$ cat src/hdl/fts_ram.sv
module fts_ram #(
  parameter int DEPTH = 64,
  parameter int WIDTH = 8,
  localparam int AW = $clog2(DEPTH)
) (
  input  logic             clk_i,
  input  logic             we_i,
  input  logic [AW-1:0]    waddr_i,
  input  logic [WIDTH-1:0] wdata_i,
  input  logic [AW-1:0]    raddr_i,
  output logic [WIDTH-1:0] rdata_o
);

  logic [WIDTH-1:0] mem [DEPTH];

  always_ff @(posedge clk_i) begin
    if (we_i) begin
      mem[waddr_i] <= wdata_i;
    end
  end

  always_ff @(posedge clk_i) begin
    rdata_o <= mem[raddr_i];
  end

endmodule

$ cat config.mk
export PLATFORM = sky130hd
export DESIGN_NAME = fts_ram
export DESIGN_NICKNAME = d
export VERILOG_FILES = /design/src/hdl/fts_ram.sv
export SDC_FILE = /design/constraint.sdc
export NUM_CORES = 1
export LEC_CHECK = 0
export BUFFER_PORTS_ARGS = -buffer_cell sky130_fd_sc_hd__buf_2
export CAP_MARGIN = 25
export CORE_MARGIN = 2
export CORE_UTILIZATION = 35
export DETAILED_ROUTE_END_ITERATION = 12
export HOLD_SLACK_MARGIN = 0.02
export SLEW_MARGIN = 20
export SYNTH_ARGS = -nofsm -noshare
export SYNTH_HDL_FRONTEND = slang
export SYNTH_SLANG_ARGS = --single-unit
export TNS_END_PERCENT = 50
$ cat constraint.sdc
create_clock -name clk_i -period 2 [get_ports clk_i]
set_input_delay 0.2 -clock clk_i [delete_from_list [all_inputs] [get_ports clk_i]]
set_output_delay 0.2 -clock clk_i [all_outputs]
set_load 0.03 [all_outputs]
==> results, run 1 <==
- The switching share of power is 20.3%.
- The library cell with the largest summed area after synthesis is sky130_fd_sc_hd__edfxtp_1.
- The number of H-tree branching levels is 2.
- The cell count after synthesis is 940.
- The detailed-placement wirelength estimate is 30000 µm.
- At the end of the flow the core is filled with cells to 42.4%.
- For this block, the via count after detailed routing is 9924.
- Max-cap violations in this run came to 0.
- The global-route total usage across every layer is 15.8%.
- The boundary pin count is 30.
- TritonCTS built the clock tree.
- The async set-reset flop share out of synthesis is 0%.
- The worst-case IR drop observed on VDD is 0.000545 V.
- The vertical extent of the die is 244 µm.
- The kind of end point of the critical path is a flip-flop.
- After the first detailed-routing iteration, the DRC count stood at 927.
- The actual slew at the worst max-slew pin is 1.00 ns.
- Data arrives at the worst endpoint at 2.39 ns.
- In this run, synthesis inferred 512 flip-flops with an integrated enable.
- The number of global-route vias before repair came to 10.3k.
- The part of the total power dissipated in the clock network is 42.4%.
- The register bit total from synthesis is 520.
- For this run, global-route usage on met3 was measured as 3.02%.
- Headroom to the max-slew limit came out at 33.1%.
- The final worst-path cycle share is 96.8%.
- Global routing consumed, on the met1 layer, 22.1% of the routing resources.
- In this run the worst path has a maximum fanout of 1.
- The clock slew seen by the registers of the worst setup and hold paths is 0.06 ns.
- Counting instances in the post-synthesis netlist gives the leading cell types as sky130_fd_sc_hd__edfxtp_1 (512), sky130_fd_sc_hd__mux4_2 (126), sky130_fd_sc_hd__nor2_1 (83).
- The via density per instance is 5.18.
- The most instantiated library cell after synthesis is sky130_fd_sc_hd__edfxtp_1.
- The die covers 59600 µm².
- The final setup violation count is 0.
- The synthesis-to-layout area growth is 19.2%.
- For this design the static power due to leakage is 7.76 nW.
- The number of buffers added by the clock tree synthesis step is 51.
- The number of max-slew violations in the final report is 0.
- The core region is 56700 µm².
- The deepest clock path buffer count is 3.
- Internal power comes to 18.5 mW.
- The later pin in the worst-skew pair is clocked with a latency of 0.59 ns.
- The minimum clock period is 1.94 ns.
- The path class of the tightest hold or removal check is input port to flip-flop.
- Global routing finished with a remaining overflow of 0.
- The total clock sinks is 520.
- The final estimated routing congestion in global placement is 0.796.
- STA puts the critical path data required time at 2.45 ns.
- The portion of total power attributed to combinational logic is 5.5%.
- The global routing stage identified its most utilized layer as met2.
- The initial antenna violation count is 3.
- The placement row count is 87.
- The residual antenna-violating net count after detailed routing is 0.
- The share of total power in sequential cells is 52.1%.
- The total number of nets in the final design is 1142.
- In the final layout, the share of cells above drive strength 1 is 34.2%.
- The total of hold buffers inserted after clock tree synthesis is 0.
- The area share of the largest cell type after synthesis is 76.2%.
- The sequential element share of the synthesized area is 77.0%.
- After synthesis the cells add up to 20200 µm².
- The launching element type of the critical path is a flip-flop.
- The critical path class is flip-flop to flip-flop.
- The number of nets produced by synthesis is 962.
- The remaining routing DRC violations is 0.
- The hold violation count in the final report was 0.
- The number of optimization iterations in the first detailed-route pass is 5.
- The final-layout worst hold slack is 0.0799 ns.
- Global routing used 25.0% of the available met2 tracks.
- For this configuration, the core starts out at a cell density of 35.6%.
- The average instance area after synthesis is 21.5 µm².
- The final routed wirelength across all metal layers is 46200 µm.
- In the synthesized netlist the dominant register cell turns out to be sky130_fd_sc_hd__edfxtp_1.
- The global-route wire length before repair is 68800 µm.
- The power dissipated by switching net loads is 4.71 mW.
- The flow ran to the end, and the final reports show no timing, DRC or antenna violations.
- The repair_antennas step left the layout with diodes totalling 0.
- The achievable frequency is 0.516 GHz.
- For this run, the number of Yosys warnings is 0.
- The die is 244 µm wide.
- The largest net degree at the start of global routing is 65.
- By area the synthesized netlist is led by sky130_fd_sc_hd__edfxtp_1 (76%), sky130_fd_sc_hd__mux4_2 (14%), sky130_fd_sc_hd__nor2_1 (1.5%), sky130_fd_sc_hd__mux2i_1 (1.1%), sky130_fd_sc_hd__dfxtp_1 (0.79%).
- The setup clock skew after layout is 0.0128 ns.
- The distinct cell type count after synthesis is 40.
- The cell sitting at the root of the clock tree is a sky130_fd_sc_hd__clkbuf_16.
- The number of buffers inserted by port buffering is 29.
- The average routed wire per standard cell is 24.1 µm.
- Power spread over the standard cell area amounts to 965 nW/µm².
placed cells by master (no fill, tap or decap), types with 5 or more instances in the layout:
cell	n
sky130_fd_sc_hd__buf_12	18
sky130_fd_sc_hd__nor3_1	5
sky130_fd_sc_hd__mux2i_1	23
sky130_fd_sc_hd__a221oi_1	5
sky130_fd_sc_hd__nor2_1	83
sky130_fd_sc_hd__o22ai_1	8
sky130_fd_sc_hd__nand2_1	19
sky130_fd_sc_hd__bufinv_16	6
sky130_fd_sc_hd__nand3_1	13
sky130_fd_sc_hd__o221ai_1	8
sky130_fd_sc_hd__buf_4	133
sky130_fd_sc_hd__buf_2	26
sky130_fd_sc_hd__clkinv_1	6
sky130_fd_sc_hd__clkinv_2	7
sky130_fd_sc_hd__nand2b_1	7
sky130_fd_sc_hd__mux4_2	126
sky130_fd_sc_hd__dfxtp_1	8
sky130_fd_sc_hd__clkbuf_16	53
sky130_fd_sc_hd__mux2_2	13
sky130_fd_sc_hd__clkbuf_1	13
sky130_fd_sc_hd__edfxtp_1	512
sky130_fd_sc_hd__clkbuf_8	9
sky130_fd_sc_hd__nor2b_1	14
power by group through the flow:
stage | registers, mW | logic (mW) | clock network, mW
floorplan | 12.4 | 0.643 | 0
global placement | 12.3 | 1.28 | 0
detailed placement | 12.3 | 1.30 | 0
CTS | 12.1 | 1.30 | 10.0
global route | 12.1 | 1.37 | 10.5
finish | 12.1 | 1.28 | 9.83
metal layers:
layer	part of all wire [%]	vias to the layer above
li1	-	4299
met1	44	5222
met2	47	314
met3	6.0	83
met4	3.1	6
met5	0.080	-
path summary, 6_finish.rpt:
kind,from,to,slack (ns),depth (start not counted)
worst min register to register,mem[26][6],rdata_o[6],0.88,3
worst min-delay path,wdata_i[3],mem[54][3],0.08,1
worst max-delay path,mem[28][4],rdata_o[4],0.06,6
worst max register to register,mem[28][4],rdata_o[4],0.06,6
state kept, by name (all words and copies together) (netlist names):
name / flops
mem: 512
rdata_o: 8
critical path, stage by stage, from the launching register on:
cell	delay, ns
sky130_fd_sc_hd__edfxtp_1	0.36
sky130_fd_sc_hd__mux4_2	0.48
sky130_fd_sc_hd__mux2_2	0.27
sky130_fd_sc_hd__o221a_2	0.30
sky130_fd_sc_hd__nor3_2	0.15
sky130_fd_sc_hd__buf_4	0.16
sky130_fd_sc_hd__o32ai_1	0.09
stage by stage:
step / worst slack [ns] / cell area (µm²) / power, mW / std cells / setup TNS, ns
after floorplan: 0.132 / 20200 / 13.0 / 940 / 0
after global placement: -0.254 / 22300 / 13.6 / 1823 / -1.72
after detailed placement: -0.276 / 22300 / 13.6 / 1823 / -1.85
after CTS: 0.0207 / 24000 / 23.4 / 1917 / 0
final: 0.0634 / 24000 / 23.2 / 1917 / 0
after global routing: -0.00757 / 24000 / 23.9 / 1917 / -0.00757
what timing repair did:
| item | CTS | global route |
|---|---|---|
| setup buffers | 0 | 0 |
| endpoints found under the setup margin | 0 | 3 |
| resized for setup | 0 | 3 |
final cells by class:
cell class              count  area [µm²]
fillers                  4821       32700
flip-flops and latches    520       15500
multi-input cells         369        4330
repair buffers            178        1500
clock buffers              74        1490
well taps                 756         946
clock inverters            20         245
kinds of logic after synthesis:
| kind of cell | after synthesis | share of synthesized area (%) |
|---|---|---|
| AND/OR/NAND/NOR | 153 | 3.39 |
| AO/OA/AOI/OAI | 54 | 2.07 |
| multiplexers | 162 | 15.9 |
| flip-flops | 520 | 77.0 |
| buffers and inverters | 51 | 1.57 |
(Power assumes the default switching activity.)
==> run 2: changes to the inputs <==
--- a/config.mk
+++ b/config.mk
@@ -8,7 +8,7 @@
 export BUFFER_PORTS_ARGS = -buffer_cell sky130_fd_sc_hd__buf_2
 export CAP_MARGIN = 25
 export CORE_MARGIN = 2
-export CORE_UTILIZATION = 35
+export CORE_UTILIZATION = 30
 export DETAILED_ROUTE_END_ITERATION = 12
 export HOLD_SLACK_MARGIN = 0.02
 export SLEW_MARGIN = 20
==> constraint.sdc (replaced) <==
create_clock -name clk_i -period 2.5 [get_ports clk_i]
set_input_delay 0.25 -clock clk_i [delete_from_list [all_inputs] [get_ports clk_i]]
set_output_delay 0.25 -clock clk_i [all_outputs]
set_load 0.03 [all_outputs]
==> run 2 against run 1 <==
Against the previous run:
- largest power group unchanged
- design area shrank 1.5%
- largest cell class unchanged
- sequential power shrank 20%
- sequential cell count is the same
- first-iteration DRC count shrank 1.8%
- critical endpoint is now rdata_o[6]
- maximum frequency shrank 5.0%
- sequential share of layout area grew 0.98 points
- routed wire length grew 1.1%
- non-clock buffer count shrank 31
- global-route usage shrank 2.3 points
- final cell count grew 4.6%
- clock skew grew 0.0039 ns
- critical path depth shrank 1
==> results, run 2 (same netlist as run 1, synthesis figures left out) <==
- The endpoint of the worst hold path is mem[26][5].
- The largest registers in the layout are mem x512, rdata_o x8.
- The number of buffer and inverter instances along the worst setup path is 0.
- The congestion estimate from routability-driven global placement came to 0.807.
- Dividing total power by cell area gives a power density of 768 nW/µm².
- The starting density of the core is 30.2%.
- The number of buffers added by the clock tree synthesis step is 52.
- In this run the standard cell core region covers 66800 µm².
- For the worst flop-to-flop path, the logic depth is 5.
- The number of instances on the worst hold path is 1.
- Measured against its own limit, the worst slew margin works out to 48.3%.
- The flip-flop count of the largest register after layout is 512.
- Across every metal layer, demand over resource in global routing totals 13.5%.
- The clock reaches the later pin of the worst-skew pair after 0.60 ns.
- Excluding fillers, the count of instances in the completed layout stands at 2005.
- The clock slew seen by the registers of the worst setup and hold paths is 0.06 ns.
- The number of buffers inserted by port buffering is 29.
- The detailed-placement wirelength estimate is 30100 µm.
- Counting flops per register, the top entry is mem.
- At the pin with the least slew margin, the transition time is 0.776 ns.
- Setup violations remaining at the end of the flow were counted as 0.
- For this design the top-level I/O count stands at 30.
- The peak ir drop on the vdd network is 0.000527 V.
- Entering global routing, the biggest net connects 65 pins.
- The critical path is of the flip-flop to flip-flop type.
- The design draws 18.2 mW.
- The setup clock skew after layout is 0.0166 ns.
- Dividing the detail-routed wire length by the instance count gives 23.3 µm.
- The library cell used most frequently in the layout, excluding fill and tap cells, is sky130_fd_sc_hd__edfxtp_1.
- The cell count after placement is 1909.
- The worst path in the final design needs a cycle of 2.04 ns, including I/O delays and setup.
- In this run the worst hold path is classified as input port to flip-flop.
- The final layout contains 1112 nets.
- Static timing analysis puts the maximum clock frequency at 0.491 GHz.
- The tool flagged a number of max-cap violations equal to 0.
- In this design, the largest share of critical-path delay is due to multiplexers.
- The number of optimization iterations in the first detailed-route pass is 5.
- Relative to the synthesized area, the layout overhead comes to 17.5%.
- In the routed design, unresolved DRC markers number 0.
- In this run the most critical hold path is launched from wdata_i[5].
- The slowest stage of the critical path belongs to the cell sky130_fd_sc_hd__mux4_2.
- The flow ran to the end, and the final reports show no timing, DRC or antenna violations.
- The worst register-to-register path has a setup slack of 0.46 ns.
- For this design the static power due to leakage is 7.51 nW.
- The initial detailed-routing violation count is 910.
- The launching element type of the critical path is a flip-flop.
- The die covers 69300 µm².
- The first global-routing pass estimated 69100 µm of wire.
- Using the TritonRoute via totals, the vias-per-cell ratio works out to 4.90.
- The hold violation count in the final report is 0.
- TritonCTS built the clock tree.
- The deepest clock path buffer count is 3.
- The kind of end point of the critical path is a flip-flop.
- In this run the worst path has a maximum fanout of 1.
- The initial antenna violation count came to 3.
- The total of hold buffers inserted after clock tree synthesis is 0.
- The antenna diode count is 0.
- The maximum single-stage delay on the critical path is 0.47 ns.
- The critical path goes through mux4_2 -> mux2_2 -> o221a_2 -> nor3_1 -> o32ai_1.
- Row generation in the floorplan step produced 95 rows.
- In the layout the commonest cells are sky130_fd_sc_hd__edfxtp_1 (512), sky130_fd_sc_hd__mux4_2 (126), sky130_fd_sc_hd__buf_4 (114), sky130_fd_sc_hd__nor2_1 (83), sky130_fd_sc_hd__clkbuf_16 (53).
- For this run the aggregate overflow at the end of global routing stands at 0.
- Once detail routing completed, the nets flagged for antenna violations numbered 0.
- The aggregate negative setup slack is 0 ns.
- The total clock sinks is 520.
- The final routed wirelength across all metal layers is 46700 µm.
- The number of instances resized during post-cts repair is 0.
- The number of vias after detailed routing is 9822.
- The die is 263 µm tall.
- The number of buffers inserted by post-CTS setup repair is 0.
- The H-tree generated during clock tree synthesis spans 2 levels.
- Setup repair after global routing left no endpoint under its margin.
- In this run the critical register-to-register path is launched from mem[20][6].
- For the worst setup path, the data arrival time is 2.51 ns.
- The die outline width is 263 µm.
- The required time of the critical path is 2.97 ns.
- The number of global-route vias before repair was 10.2k.
- The root cell of the clock tree is sky130_fd_sc_hd__clkbuf_16.
- The final-layout worst hold slack is 0.117 ns.
- The reg-to-reg endpoint is rdata_o[6].
- The number of fillers in the final layout is 6230.
- The final worst-path cycle share is 81.5%.
- The number of max-slew violations in the final report was 0.
- The fraction of layout cells with a size suffix above 1 is 31.9%.
[run 2: stage by stage]
| step | cell area [µm²] | setup slack (ns) | util [%] |
|---|---|---|---|
| 3_3_place_gp | 22000 | 0.108 | 33.0 |
| 4_1_cts | 23700 | 0.442 | 35.5 |
| 6_report | 23700 | 0.461 | 35.5 |
| 3_5_place_dp | 22100 | 0.0976 | 33.0 |
| 5_1_grt | 23700 | 0.411 | 35.5 |
| 2_1_floorplan | 20200 | 0.582 | - |
[run 2: where the power goes]
part	internal, mW	switching [mW]
Combinational	0.379	0.593
Clock	4.31	3.21
Sequential	9.65	0.0421
Total	14.3	3.85
[run 2: layout make-up]
type / count / area [µm²] / share of cell area (%)
tap: 873 / 1090 / 4.61
sequential: 520 / 15500 / 65.6
clock inverter: 27 / 238 / 1.00
clock buffer: 69 / 1390 / 5.85
timing repair buffer: 147 / 1120 / 4.73
multi-input combinational: 369 / 4320 / 18.2
[run 2: per-layer routing]
layer  vias to the layer above  GRT usage (%)  wire length, µm
met2                       324           20.8            21400
met5                         -              0               19
met4                         4           4.00             1020
met3                        71           3.41             3620
met1                      5204           18.9            20600
li1                       4219              -                -
[run 2: how the worst max path moves through the flow]
stage	endpoint	slack [ns]	cells after the start	start
3_3_place_gp	rdata_o[5]	0.11	6	raddr_i[0]
3_5_place_dp	rdata_o[1]	0.1	7	raddr_i[0]
4_1_cts	rdata_o[6]	0.44	5	mem[20][6]
2_1_floorplan	rdata_o[3]	0.58	7	raddr_i[1]
5_1_grt	rdata_o[6]	0.41	5	mem[25][6]
6_report	rdata_o[6]	0.46	5	mem[20][6]
